--- src/rtl/tspe_pkg.sv ---
// Shared types and constants for the touch sample to pointer event block.
// No dependencies; every other file imports this package.
`timescale 1ns / 1ps
`default_nettype none

package tspe_pkg;

    // Fixed widths of the raw sample fields and of the configuration registers
    localparam int RAW_BITS = 16;
    localparam int CFG_BITS = 16;

    // Configuration register indexes
    typedef enum logic [2:0] {
        REG_CAL_ENABLE   = 3'd0,
        REG_X_SCALE      = 3'd1,
        REG_X_OFFSET     = 3'd2,
        REG_Y_SCALE      = 3'd3,
        REG_Y_OFFSET     = 3'd4,
        REG_CLICK_WINDOW = 3'd5
    } cfg_reg_t;

    // Event kinds on the output stream
    typedef enum logic [1:0] {
        EV_MOVE = 2'd0,
        EV_DOWN = 2'd1,
        EV_UP   = 2'd2
    } event_kind_t;

    // Reset values of the configuration registers
    localparam logic signed [CFG_BITS-1:0] SCALE_RESET        = 16'sd256;
    localparam logic signed [CFG_BITS-1:0] OFFSET_RESET       = 16'sd0;
    localparam logic [CFG_BITS-1:0]        CLICK_WINDOW_RESET = 16'd250;

    // Calibration of one axis
    typedef struct packed {
        logic signed [CFG_BITS-1:0] scale;
        logic signed [CFG_BITS-1:0] offset;
    } axis_cal_t;

endpackage

`default_nettype wire

--- src/rtl/touch_sample_to_pointer_events.sv ---
// Top level of the touch sample to pointer event converter.
// Depends on tspe_pkg and tspe_axis_map.
`timescale 1ns / 1ps
`default_nettype none

// Turns a stream of raw touch samples into pointer events. Each sample is
// mapped to a position (optional per-axis gain/offset, saturated to a signed
// COORD_BITS coordinate) and compared with the previous sample: a sample that
// is pressed, or follows a pressed one, gives a move event; a press edge adds
// a down event tagged double/triple click against the two most recent press
// times; a release edge adds an up event at the previous position repeating
// those flags. tlast marks the final event of a sample; a sample with no
// contact after one with no contact gives no event. A sample passes the
// input register, the mapping register and the event queue, in that order,
// and stalls in either register while the stage after it is full. A new
// sample is taken every cycle while nothing stalls; the output gives one
// transfer per cycle, so runs of samples giving two events (press or release
// edges) fill the four-entry event queue and then hold the input back.
// Configuration must only be written while no sample is in flight.
module touch_sample_to_pointer_events
    import tspe_pkg::*;
#(
    parameter int COORD_BITS      = 16,
    parameter int SCALE_FRAC_BITS = 8,
    parameter int TIME_BITS       = 32,
    localparam int IN_FIELD_BITS  = 3 * RAW_BITS + TIME_BITS,
    localparam int IN_BITS        = ((IN_FIELD_BITS + 7) / 8) * 8,
    localparam int OUT_FIELD_BITS = 2 * COORD_BITS + 2,
    localparam int OUT_BITS       = ((OUT_FIELD_BITS + 7) / 8) * 8
)
(
    input  logic                clk,
    input  logic                rst_n,

    // configuration write port
    input  logic                cfg_wr_en,
    input  logic [2:0]          cfg_index,
    input  logic [CFG_BITS-1:0] cfg_data,

    // sample input
    input  logic                s_tvalid,
    output logic                s_tready,
    input  logic [IN_BITS-1:0]  s_tdata,   // raw_x, raw_y, pressure, sample_time

    // event output
    output logic                m_tvalid,
    input  logic                m_tready,
    output logic [OUT_BITS-1:0] m_tdata,   // pos_x, pos_y, dbl_click, trp_click
    output logic [1:0]          m_tuser,   // event_kind
    output logic                m_tlast    // last_of_run
);

    localparam int QDEPTH   = 4;
    localparam int CMP_BITS = (TIME_BITS > CFG_BITS + 1) ? TIME_BITS : CFG_BITS + 1;

    typedef struct packed {
        event_kind_t                  kind;
        logic signed [COORD_BITS-1:0] pos_x;
        logic signed [COORD_BITS-1:0] pos_y;
        logic                         dbl_click;
        logic                         trp_click;
        logic                         last;
    } evt_t;

    // ---------------- configuration registers ----------------
    logic                cal_enable_reg;
    axis_cal_t           x_cal_reg;
    axis_cal_t           y_cal_reg;
    logic [CFG_BITS-1:0] click_window_reg;

    always_ff @(posedge clk or negedge rst_n)
    begin
        if (!rst_n)
        begin
            cal_enable_reg   <= 1'b0;
            x_cal_reg        <= '{scale: SCALE_RESET, offset: OFFSET_RESET};
            y_cal_reg        <= '{scale: SCALE_RESET, offset: OFFSET_RESET};
            click_window_reg <= CLICK_WINDOW_RESET;
        end
        else if (cfg_wr_en)
        begin
            unique case (cfg_reg_t'(cfg_index))
                REG_CAL_ENABLE:   cal_enable_reg   <= cfg_data[0];
                REG_X_SCALE:      x_cal_reg.scale  <= $signed(cfg_data);
                REG_X_OFFSET:     x_cal_reg.offset <= $signed(cfg_data);
                REG_Y_SCALE:      y_cal_reg.scale  <= $signed(cfg_data);
                REG_Y_OFFSET:     y_cal_reg.offset <= $signed(cfg_data);
                REG_CLICK_WINDOW: click_window_reg <= cfg_data;
                default:          ; // unknown index: ignored
            endcase
        end
    end

    // ---------------- stage A: input register ----------------
    logic                 a_valid_reg;
    logic [RAW_BITS-1:0]  a_raw_x_reg;
    logic [RAW_BITS-1:0]  a_raw_y_reg;
    logic                 a_pressed_reg;
    logic [TIME_BITS-1:0] a_time_reg;
    logic                 a_adv;
    logic                 s_accept;

    // ---------------- stage B: mapped sample ----------------
    logic                         b_valid_reg;
    logic signed [COORD_BITS-1:0] b_x_reg;
    logic signed [COORD_BITS-1:0] b_y_reg;
    logic                         b_pressed_reg;
    logic [TIME_BITS-1:0]         b_time_reg;
    logic                         b_adv;

    logic signed [COORD_BITS-1:0] map_x;
    logic signed [COORD_BITS-1:0] map_y;

    // ---------------- tracking state ----------------
    logic signed [COORD_BITS-1:0] prev_x_reg;
    logic signed [COORD_BITS-1:0] prev_y_reg;
    logic                         prev_pressed_reg;
    logic [TIME_BITS-1:0]         last_time_reg;
    logic                         last_valid_reg;
    logic [TIME_BITS-1:0]         earlier_time_reg;
    logic                         earlier_valid_reg;
    logic                         double_flag_reg;
    logic                         triple_flag_reg;

    // ---------------- event queue ----------------
    evt_t       q_reg [QDEPTH];
    logic [1:0] wr_ptr_reg;
    logic [1:0] rd_ptr_reg;
    logic [2:0] count_reg;
    logic [2:0] count_next;
    logic       pop;

    // ---------------- input handshake ----------------
    assign s_accept = s_tvalid && s_tready;
    assign a_adv    = a_valid_reg && (!b_valid_reg || b_adv);
    assign s_tready = !a_valid_reg || a_adv;

    always_ff @(posedge clk or negedge rst_n)
    begin
        if (!rst_n)
        begin
            a_valid_reg <= 1'b0;
        end
        else
        begin
            a_valid_reg <= s_accept || (a_valid_reg && !a_adv);
        end
    end

    always_ff @(posedge clk)
    begin
        if (s_accept)
        begin
            a_raw_x_reg   <= s_tdata[RAW_BITS-1:0];
            a_raw_y_reg   <= s_tdata[2*RAW_BITS-1:RAW_BITS];
            a_pressed_reg <= (s_tdata[3*RAW_BITS-1:2*RAW_BITS] != '0);
            a_time_reg    <= s_tdata[IN_FIELD_BITS-1:3*RAW_BITS];
        end
    end

    // ---------------- coordinate mapping ----------------
    tspe_axis_map #(
        .COORD_BITS      (COORD_BITS),
        .SCALE_FRAC_BITS (SCALE_FRAC_BITS)
    ) u_map_x (
        .cal_enable (cal_enable_reg),
        .cal        (x_cal_reg),
        .raw        (a_raw_x_reg),
        .pos        (map_x)
    );

    tspe_axis_map #(
        .COORD_BITS      (COORD_BITS),
        .SCALE_FRAC_BITS (SCALE_FRAC_BITS)
    ) u_map_y (
        .cal_enable (cal_enable_reg),
        .cal        (y_cal_reg),
        .raw        (a_raw_y_reg),
        .pos        (map_y)
    );

    always_ff @(posedge clk or negedge rst_n)
    begin
        if (!rst_n)
        begin
            b_valid_reg <= 1'b0;
        end
        else
        begin
            b_valid_reg <= a_adv || (b_valid_reg && !b_adv);
        end
    end

    always_ff @(posedge clk)
    begin
        if (a_adv)
        begin
            b_x_reg       <= map_x;
            b_y_reg       <= map_y;
            b_pressed_reg <= a_pressed_reg;
            b_time_reg    <= a_time_reg;
        end
    end

    // ---------------- event decision ----------------
    logic                 is_move;
    logic                 is_down;
    logic                 is_edge;
    logic [1:0]           n_res;
    logic [TIME_BITS-1:0] d_last;
    logic [TIME_BITS-1:0] d_earlier;
    logic                 dbl_hit;
    logic                 trp_hit;
    evt_t                 res0;
    evt_t                 res1;

    always_comb
    begin
        is_move = b_pressed_reg || prev_pressed_reg;
        is_edge = b_pressed_reg != prev_pressed_reg;
        is_down = b_pressed_reg && !prev_pressed_reg;

        if (is_edge)
        begin
            n_res = 2'd2;
        end
        else if (is_move)
        begin
            n_res = 2'd1;
        end
        else
        begin
            n_res = 2'd0;
        end

        // gaps are modulo 2^TIME_BITS
        d_last    = b_time_reg - last_time_reg;
        d_earlier = b_time_reg - earlier_time_reg;
        dbl_hit   = last_valid_reg
                 && (CMP_BITS'(d_last) <= CMP_BITS'(click_window_reg));
        trp_hit   = earlier_valid_reg
                 && (CMP_BITS'(d_earlier) <= (CMP_BITS'(click_window_reg) << 1));

        res0.kind      = EV_MOVE;
        res0.pos_x     = b_x_reg;
        res0.pos_y     = b_y_reg;
        res0.dbl_click = 1'b0;
        res0.trp_click = 1'b0;
        res0.last      = !is_edge;

        // second event: down at the new position or up at the old one
        res1.kind      = is_down ? EV_DOWN : EV_UP;
        res1.pos_x     = is_down ? b_x_reg : prev_x_reg;
        res1.pos_y     = is_down ? b_y_reg : prev_y_reg;
        res1.dbl_click = is_down ? dbl_hit : double_flag_reg;
        res1.trp_click = is_down ? trp_hit : triple_flag_reg;
        res1.last      = 1'b1;
    end

    // stage B retires only when the queue has room for all its events
    assign b_adv = b_valid_reg && ((count_reg + 3'(n_res)) <= 3'(QDEPTH));

    always_ff @(posedge clk or negedge rst_n)
    begin
        if (!rst_n)
        begin
            prev_x_reg        <= '0;
            prev_y_reg        <= '0;
            prev_pressed_reg  <= 1'b0;
            last_time_reg     <= '0;
            last_valid_reg    <= 1'b0;
            earlier_time_reg  <= '0;
            earlier_valid_reg <= 1'b0;
            double_flag_reg   <= 1'b0;
            triple_flag_reg   <= 1'b0;
        end
        else if (b_adv)
        begin
            prev_x_reg       <= b_x_reg;
            prev_y_reg       <= b_y_reg;
            prev_pressed_reg <= b_pressed_reg;
            if (is_down)
            begin
                double_flag_reg <= dbl_hit;
                triple_flag_reg <= trp_hit;
                if (trp_hit)
                begin
                    // triple click restarts the press history
                    last_time_reg     <= '0;
                    last_valid_reg    <= 1'b0;
                    earlier_time_reg  <= '0;
                    earlier_valid_reg <= 1'b0;
                end
                else
                begin
                    earlier_time_reg  <= last_time_reg;
                    earlier_valid_reg <= last_valid_reg;
                    last_time_reg     <= b_time_reg;
                    last_valid_reg    <= 1'b1;
                end
            end
        end
    end

    // ---------------- event queue ----------------
    assign pop        = m_tvalid && m_tready;
    assign count_next = count_reg + (b_adv ? 3'(n_res) : 3'd0) - (pop ? 3'd1 : 3'd0);

    always_ff @(posedge clk or negedge rst_n)
    begin
        if (!rst_n)
        begin
            wr_ptr_reg <= '0;
            rd_ptr_reg <= '0;
            count_reg  <= '0;
        end
        else
        begin
            count_reg <= count_next;
            if (b_adv)
            begin
                wr_ptr_reg <= wr_ptr_reg + n_res;
            end
            if (pop)
            begin
                rd_ptr_reg <= rd_ptr_reg + 2'd1;
            end
        end
    end

    always_ff @(posedge clk)
    begin
        if (b_adv && (n_res != 2'd0))
        begin
            q_reg[wr_ptr_reg] <= res0;
        end
        if (b_adv && is_edge)
        begin
            q_reg[wr_ptr_reg + 2'd1] <= res1;
        end
    end

    // ---------------- output ----------------
    evt_t head;

    assign head     = q_reg[rd_ptr_reg];
    assign m_tvalid = (count_reg != 3'd0);
    assign m_tdata  = OUT_BITS'({head.trp_click, head.dbl_click, head.pos_y, head.pos_x});
    assign m_tuser  = head.kind;
    assign m_tlast  = head.last;

    // ---------------- assertions ----------------
    a_queue_bound: assert property (@(posedge clk) disable iff (!rst_n)
        count_reg <= 3'(QDEPTH))
        else $error("event queue over-filled");

    a_triple_clears: assert property (@(posedge clk) disable iff (!rst_n)
        (b_adv && is_down && trp_hit) |=> (!last_valid_reg && !earlier_valid_reg))
        else $error("press history not cleared after triple click");

    a_press_recorded: assert property (@(posedge clk) disable iff (!rst_n)
        (b_adv && is_down && !trp_hit)
        |=> (last_valid_reg && (last_time_reg == $past(b_time_reg))))
        else $error("press time not recorded on down event");

endmodule

`default_nettype wire

--- src/rtl/tspe_axis_map.sv ---
// One axis of the coordinate mapper: optional gain/offset calibration, then
// saturation to a signed coordinate. Depends on tspe_pkg.
`timescale 1ns / 1ps
`default_nettype none

module tspe_axis_map
    import tspe_pkg::*;
#(
    parameter int COORD_BITS      = 16,
    parameter int SCALE_FRAC_BITS = 8
)
(
    input  logic                         cal_enable,
    input  axis_cal_t                    cal,
    input  logic [RAW_BITS-1:0]          raw,
    output logic signed [COORD_BITS-1:0] pos
);

    localparam int PROD_BITS = CFG_BITS + RAW_BITS + 1;
    localparam int SUM_BITS  = PROD_BITS + 1;
    localparam logic signed [SUM_BITS-1:0] COORD_MAX =
        SUM_BITS'((64'sd1 <<< (COORD_BITS - 1)) - 64'sd1);
    localparam logic signed [SUM_BITS-1:0] COORD_MIN = -COORD_MAX - 1;

    logic signed [PROD_BITS-1:0] scale_ext;
    logic signed [PROD_BITS-1:0] raw_ext;
    logic signed [PROD_BITS-1:0] prod;
    logic signed [PROD_BITS-1:0] prod_shr;
    logic signed [SUM_BITS-1:0]  sum;
    logic signed [SUM_BITS-1:0]  sel;

    always_comb
    begin
        scale_ext = {{(PROD_BITS-CFG_BITS){cal.scale[CFG_BITS-1]}}, cal.scale};
        raw_ext   = $signed({{(PROD_BITS-RAW_BITS){1'b0}}, raw});
        prod      = scale_ext * raw_ext;
        // arithmetic shift rounds toward minus infinity
        prod_shr  = prod >>> SCALE_FRAC_BITS;
        sum       = {prod_shr[PROD_BITS-1], prod_shr}
                  + {{(SUM_BITS-CFG_BITS){cal.offset[CFG_BITS-1]}}, cal.offset};
        sel       = cal_enable ? sum : $signed({{(SUM_BITS-RAW_BITS){1'b0}}, raw});

        if (sel > COORD_MAX)
        begin
            pos = COORD_BITS'(COORD_MAX);
        end
        else if (sel < COORD_MIN)
        begin
            pos = COORD_BITS'(COORD_MIN);
        end
        else
        begin
            pos = COORD_BITS'(sel);
        end
    end

endmodule

`default_nettype wire

--- config.mk ---
export PLATFORM = sky130hd
export DESIGN_NAME = touch_sample_to_pointer_events
export DESIGN_NICKNAME = d
export VERILOG_FILES = /design/src/rtl/tspe_pkg.sv /design/src/rtl/touch_sample_to_pointer_events.sv /design/src/rtl/tspe_axis_map.sv
export SDC_FILE = /design/constraint.sdc
export NUM_CORES = 2
export LEC_CHECK = 0
export CAP_MARGIN = 40
export CELL_PAD_IN_SITES_DETAIL_PLACEMENT = 1
export CELL_PAD_IN_SITES_GLOBAL_PLACEMENT = 2
export CORE_MARGIN = 3
export CORE_UTILIZATION = 44
export CTS_CLUSTER_DIAMETER = 150
export CTS_CLUSTER_SIZE = 25
export DETAILED_ROUTE_END_ITERATION = 10
export DONT_BUFFER_PORTS = 1
export GPL_ROUTABILITY_DRIVEN = 0
export GPL_TIMING_DRIVEN = 0
export PLACE_DENSITY_LB_ADDON = 0.08
export SLEW_MARGIN = 20
export SYNTH_ARGS = -nofsm -noshare
export SYNTH_HDL_FRONTEND = slang
export SYNTH_SLANG_ARGS = --single-unit
--- constraint.sdc ---
create_clock -name clk -period 12.5 [get_ports clk]
set_input_delay 0 -clock clk [delete_from_list [all_inputs] [get_ports clk]]
set_output_delay 0 -clock clk [all_outputs]
set_load 0.005 [all_outputs]
Word level (Yosys, flattened, before mapping)
Memory sizes are Yosys's and may differ from the RTL's.
Index checks and enable logic that the tools add are counted.
Operators by class
  $add $sub $neg: 10
  $mul: 2
  divide/modulo/power cells: 0
  order comparisons: 7
  equal/unequal tests: 6
  shifts and indexed selects: 0
  mux-type cells: 21
  bitwise gates (word level): 0
  reduce and logical (&&, ||, !) cells: 33
Operator list (count)
  34-bit by 16-bit greater-than comparator with 1-bit output (second input constant): 2
  34-bit by 16-bit less-than comparator with 1-bit output (second input constant): 2
  34-bit two-way mux: 2
  16-bit by 17-bit multiplier with 33-bit output: 2
  16-bit two-way mux: 4
  32-bit two-way mux: 2
  32-bit subtractor: 2
  25-bit by 16-bit adder with 26-bit output: 2
  32-bit by 16-bit less-or-equal comparator with 1-bit output: 1
  32-bit by 17-bit less-or-equal comparator with 1-bit output: 1
  16-bit nonzero test: 1
  2-bit AND reduction: 7
  1-bit logical AND: 11
  1-bit two-way mux: 10
  3-bit by 2-bit adder with 3-bit output: 2
  3-bit by 2-bit equality test with 1-bit output (second input constant): 2
  3-bit equality test (second input constant): 2
  1-bit zero test: 6
  2-bit two-way mux: 3
  1-bit logical OR: 5
  2-bit by 1-bit adder with 2-bit output (second input constant): 2
  3-bit by 1-bit equality test with 1-bit output (second input constant): 1
  3-bit less-or-equal comparator (second input constant): 1
  3-bit zero test: 1
  5 further kinds: 5
Storage, ports and cells
  bits in registers: 321
  latch bits: 0
  RAM bits: 148
  ROM bits: 0
  bits of input ports: 104
  output and inout bits: 45
  logic and storage cells: 108
  memories kept: 1
Memories
  q_reg: words 4, bits a word 37, read ports 1, clocked after Yosys merged registers in 0, write ports 2, RTL line touch_sample_to_pointer_events.sv:126  | evt_t q_reg [QDEPTH];

Depth between registers and ports, before layout
  depth after elaboration: 11
  gate-level depth with buffers: 39
  mapped depth without buffers: 36

Modules after synthesis
From an unflattened synthesis, not the netlist that was laid out.
Second synthesis, totals
  cell total of the unflattened synthesis: 4234
  area, all modules: 43280.3 um^2
Modules (own cells, without submodules)
  touch_sample_to_pointer_events: times used 1, cells each 1833, area an instance 23023.3 um^2, seq. area each 13097.6 um^2
  tspe_axis_map at u_map_y: times used 1, cells each 1214, area an instance 10276.1 um^2, seq. area each 0.0 um^2
  tspe_axis_map at u_map_x: times used 1, cells each 1187, area an instance 9980.8 um^2, seq. area each 0.0 um^2

Worst setup path after synthesis
No wires, ideal clock.
  kind: flip-flop to flip-flop
  start: reg x_cal_reg[19] in the netlist's numbering
  end: reg b_x_reg[10] (data pin)
  setup time: 0.152 ns
  data arrival time: 8.916 ns
  required time: 12.348 ns
  path slack: 3.431 ns
  cell stages (with the launch flop): 39
  buffers on the path: 4
  clock period less this slack: 9.069 ns
  cell sequence: dfrtp_1 > clkbuf_1 > clkbuf_1 > nand2_1 > fa_1 > fa_1 > fa_1 > fa_1 > inv_1 > fa_1 > inv_1 > fa_1 > inv_1 > ha_1 > o21ai_0 > o21ba_2 > a2111oi_0 > o31ai_1 > [... 3 more ...] > nor2_1 > nor2b_1 > nor2_1 > xnor2_1 > ha_1 > clkbuf_1 > and3_1 > and2_1 > a22o_1 > a41oi_1 > nor2b_1 > xnor2_1 > nand2_1 > or4_1 > or3_1 > o41a_1 > clkbuf_1 > o21ai_0
On the way
  cells in the longest elaborated chain, start to end: 5
  elaborated cells between the ends (all ways): 6
  those cells by class: add/sub (1); mul (1); order compare (2); mux (2)
Ends and longest elaborated chain
  start: declaration: RTL line touch_sample_to_pointer_events.sv:67  | axis_cal_t x_cal_reg;
  start signal: assignment: RTL line touch_sample_to_pointer_events.sv:76  | x_cal_reg <= '{scale: SCALE_RESET, offset: OFFSET_RESET};
  16-bit by 17-bit multiplier with 33-bit output *: RTL line tspe_axis_map.sv:36  | prod = scale_ext * raw_ext;
  25-bit by 16-bit adder with 26-bit output *: RTL line tspe_axis_map.sv:40  | + {{(SUM_BITS-CFG_BITS){cal.offset[CFG_BITS-1]}}, cal.offset};
  34-bit two-way mux *: RTL line tspe_axis_map.sv:41  | sel = cal_enable ? sum : $signed({{(SUM_BITS-RAW_BITS){1'b0}}, raw});
  34-bit by 16-bit less-than comparator with 1-bit output: RTL line tspe_axis_map.sv:47  | else if (sel < COORD_MIN)
  16-bit two-way mux: RTL line tspe_axis_map.sv:47
  end signal: assignment: RTL line touch_sample_to_pointer_events.sv:198  | b_x_reg <= map_x;
  end: declaration: RTL line touch_sample_to_pointer_events.sv:105  | logic signed [COORD_BITS-1:0] b_x_reg;
Mark *: on every way between the ends. The rest lies on a longest branch, timed or not.
A chain may end at the register's enable or synchronous reset.

Worst setup path after layout
  start: reg a_raw_y_reg[11]
  end: reg b_y_reg[5] (data pin)
On the way
  cells in the longest elaborated chain, start to end: 5
  elaborated cells between the ends (all ways): 6
  those cells by class: add/sub (1); mul (1); order compare (2); mux (2)
Ends and longest elaborated chain
  start: declaration: RTL line touch_sample_to_pointer_events.sv:97  | logic [RAW_BITS-1:0] a_raw_y_reg;
  start signal: assignment: RTL line touch_sample_to_pointer_events.sv:155  | a_raw_y_reg <= s_tdata[2*RAW_BITS-1:RAW_BITS];
  16-bit by 17-bit multiplier with 33-bit output: RTL line tspe_axis_map.sv:36
  25-bit by 16-bit adder with 26-bit output: RTL line tspe_axis_map.sv:40
  34-bit two-way mux *: RTL line tspe_axis_map.sv:41
  34-bit by 16-bit less-than comparator with 1-bit output: RTL line tspe_axis_map.sv:47
  16-bit two-way mux: RTL line tspe_axis_map.sv:47
  end signal: assignment: RTL line touch_sample_to_pointer_events.sv:199  | b_y_reg <= map_y;
  end: declaration: RTL line touch_sample_to_pointer_events.sv:106  | logic signed [COORD_BITS-1:0] b_y_reg;
Marks and branches as above.

==> metrics.md <==
| Metric | Value |
|---|---|
| # IOs | 149 |
| Num Clock Sinks | about 470 |
| Fmax | 89.2 MHz |
| Critical Path RT | around 13 ns |
| First-pass GRT wire length | between 200,000 and 250,000 um |
| Setup_tns | 0 ns |
| Final Hold Viols | 0 |
| Total global-route track usage | between 20 and 30% |
| Slowest-stage cell, CP | edfxtp_1 |
| Met3 Routed Length | ~7600 um |
| Crit share post-route | 89.7% |
| Most frequent cell after synthesis | inv_1 |
| RSZ-0062 raised after global routing | false |
| Starting Density | 44.6% |
| Drt total wl | 136,000 um |
| H-tree lvl count | 1 |
| Hold Crit Class | input port to flip-flop |
| Synth Flop Type | edfxtp_1 |
| Measured slew at the worst slew-check pin | 0.812 ns |
| CP Capture Type | flip-flop |
| Final Non-Filler Cells | 5,743 |
| Async SR Flop Fraction | around 41% |
| Post-route DRC | 0 |
| Slew headroom | a little under half |
| Post-route cell area | about 47,000 um^2 |
| Global route overflow | 0 |
| Core area | around 96,000 um^2 |
| Row count | 113 |
| Antenna violations before repair | 16 |
| CP Max Fanout | 10 |
| Worst setup SP type | flip-flop |
| Layout cells sized above 1 | about 5.1% |
| Die extent in x | 317 um |
| Worst-Skew Late Latency | about 0.63 ns |
| # fillers | ~11,000 |
| Max Used Layer | met5 |
| Number of flip-flops in the largest register | 148 |
| Die Ht | 317 um |
| CTS buffer count | 24 |
| Post-synth EDFFs | ~270 |
| Number of global-route vias before repair | 34,241 |
| Final antenna-violating net count | 0 |
| Fin crit period | roughly 11 ns |
| Top cells by area, synth | edfxtp_1 (19%), fa_1 (18%), ha_1 (12%) |
| Clk slew on worst S/H paths | 0.11 ns |
| Routed vias | about 32,000 |
| TritonCTS clock tree | yes |
| WL met2 | about 64,000 um |
| PortBufs | 0 |
| # setup viols final | 0 |
| Root Buffer Master | clkbuf_16 |
| Largest stage delay, worst path | around 0.73 ns |
| First-pass detailed-route iteration total | 5 |
| Post-synthesis sequential area ratio | a little under a third |
| Setup Skew | 0.0351 ns |
| Cell taking the most area after synthesis | edfxtp_1 |
| Run status | finished, final reports clean |
| P&R area growth vs syn | 10.2% |
| Most frequent CP cell | fa_1 |
| Slew Limit Fails | 0 |
| Critical path class | flip-flop to flip-flop |
| Post-DP Area | 44,500 um^2 |
| Inst Count DP | 5,527 |
| PostCTS Resize Cnt | 0 |
| Synth cell count leaders | inv_1 (622), nand2_1 (564), ha_1 (396), fa_1 (392), edfxtp_1 (274) |
| # nets final | 5,344 |
| Maximum number of pins on one net before global-route repair | 192 |
| Yosys warns | 0 |
| Metal-1 WL | slightly above 60,000 um |
| Cells after Synth | between 4,000 and 5,000 |
| Via-to-Cell Ratio | 5.55 |
| Clock buffer depth | 3 |
| Arrival time at the worst endpoint | about 12 ns |
| Yosys reg bits | roughly 470 |
| Per-cell routed wire length | approximately 24 um |
| Avg Cell Area, Syn | roughly 10 um^2 |
| HPWL after DPL | roughly 100,000 um |
| Post-synth top area share | 19.3% |
| DRT iter0 DRCs | slightly below 2,000 |
| Netlist Area Pre-Place | 42,600 um^2 |
| Synth unique cells | 85 |
| Die area | 101,000 um^2 |
| Count of max-cap constraint violations | 0 |
cell usage in the layout (no fill, tap or decap), types with 80 or more instances in the layout:
cell type / n
inv_1: 622
nand2_1: 564
ha_1: 396
fa_1: 392
edfxtp_1: 274
and2_1: 229
dfrtp_1: 183
clkbuf_1: 166
dlygate4sd3_1: 161
nor2_1: 144
a21oi_1: 135
a22o_1: 130
o21ai_0: 117
xnor2_1: 94
mux2_2: 80
layout make-up:
class | instances | area, um^2 | area share, %
inverter | 623 | 2340 | 4.98
tap | 1265 | 1580 | 3.37
multi-input combinational | 2963 | 26500 | 56.4
clock inverter | 5 | 82.6 | 0.176
timing repair buffer | 185 | 1950 | 4.15
sequential | 469 | 13100 | 27.9
antenna | 8 | 20.0 | 0.0426
clock buffer | 39 | 657 | 1.40
buffer | 186 | 761 | 1.62
critical path, delay by kind of cell (launching register included):
kind	cells	cell delay, ns
AOI/OAI and AO/OA	12	3.93
xor gates and xnor gates	1	0.29
adders and majority gates	8	3.74
buffers and inverters	8	1.66
DFF	1	0.73
and+or+nand+nor	3	0.54
cell families (layout without fill, tap and decap cells):
| group | count (synthesis) | after routing | share of synthesized area (%) |
|---|---|---|---|
| muxes | 142 | 142 | 4.65 |
| and+or+nand+nor | 1175 | 1175 | 13.0 |
| AOI/OAI and AO/OA | 721 | 721 | 11.6 |
| other | 1 | 14 | 0.00880 |
| buffers and inverters | 809 | 1038 | 7.27 |
| DFF | 469 | 469 | 30.7 |
| xor gates and xnor gates | 131 | 131 | 2.69 |
| adders and majority gates | 788 | 788 | 30.0 |
metrics by stage:
stage	hold WS (ns)	utilization, %	setup slack [ns]
2_1_floorplan	-0.296	-	3.43
3_3_place_gp	-0.279	46.3	0.961
3_5_place_dp	-0.279	46.6	1.21
4_1_cts	0.00750	49.1	1.19
5_1_grt	0.0239	49.1	0.704
6_report	0.0347	49.2	1.29
per-layer routing:
metal  GRT usage (%)  up-vias
li1                -    14643
met1            36.9    16371
met2            46.1      681
met3            4.74      152
met4            5.45       12
met5               0        -
path summary, 6_finish.rpt:
kind	end	slack, ns	from	cells past startpoint
max in group asynchronous	x_cal_reg[29]$_DFFE_PN0P_	10.95	rst_n	4
worst max register to register	b_y_reg[5]$_SDFFCE_PN1P_	1.29	a_raw_y_reg[11]$_DFFE_PP_	32
worst min register to register	b_time_reg[4]$_DFFE_PP_	0.41	a_time_reg[4]$_DFFE_PP_	0
min in group asynchronous	prev_y_reg[12]$_DFFE_PN0P_	0.48	rst_n	3
worst max-delay path	b_y_reg[5]$_SDFFCE_PN1P_	1.29	a_raw_y_reg[11]$_DFFE_PP_	32
worst min-delay path	a_raw_y_reg[3]$_DFFE_PP_	0.03	s_tdata[19]	1
repair_timing:
item,in CTS,in global routing
hold endpoints to repair,373,12
hold buffers,161,1
setup buffers,0,0
Power is left out: the tool's default activity adds up to more than one toggle a clock period on the data nets, which glitch-free logic cannot reach.
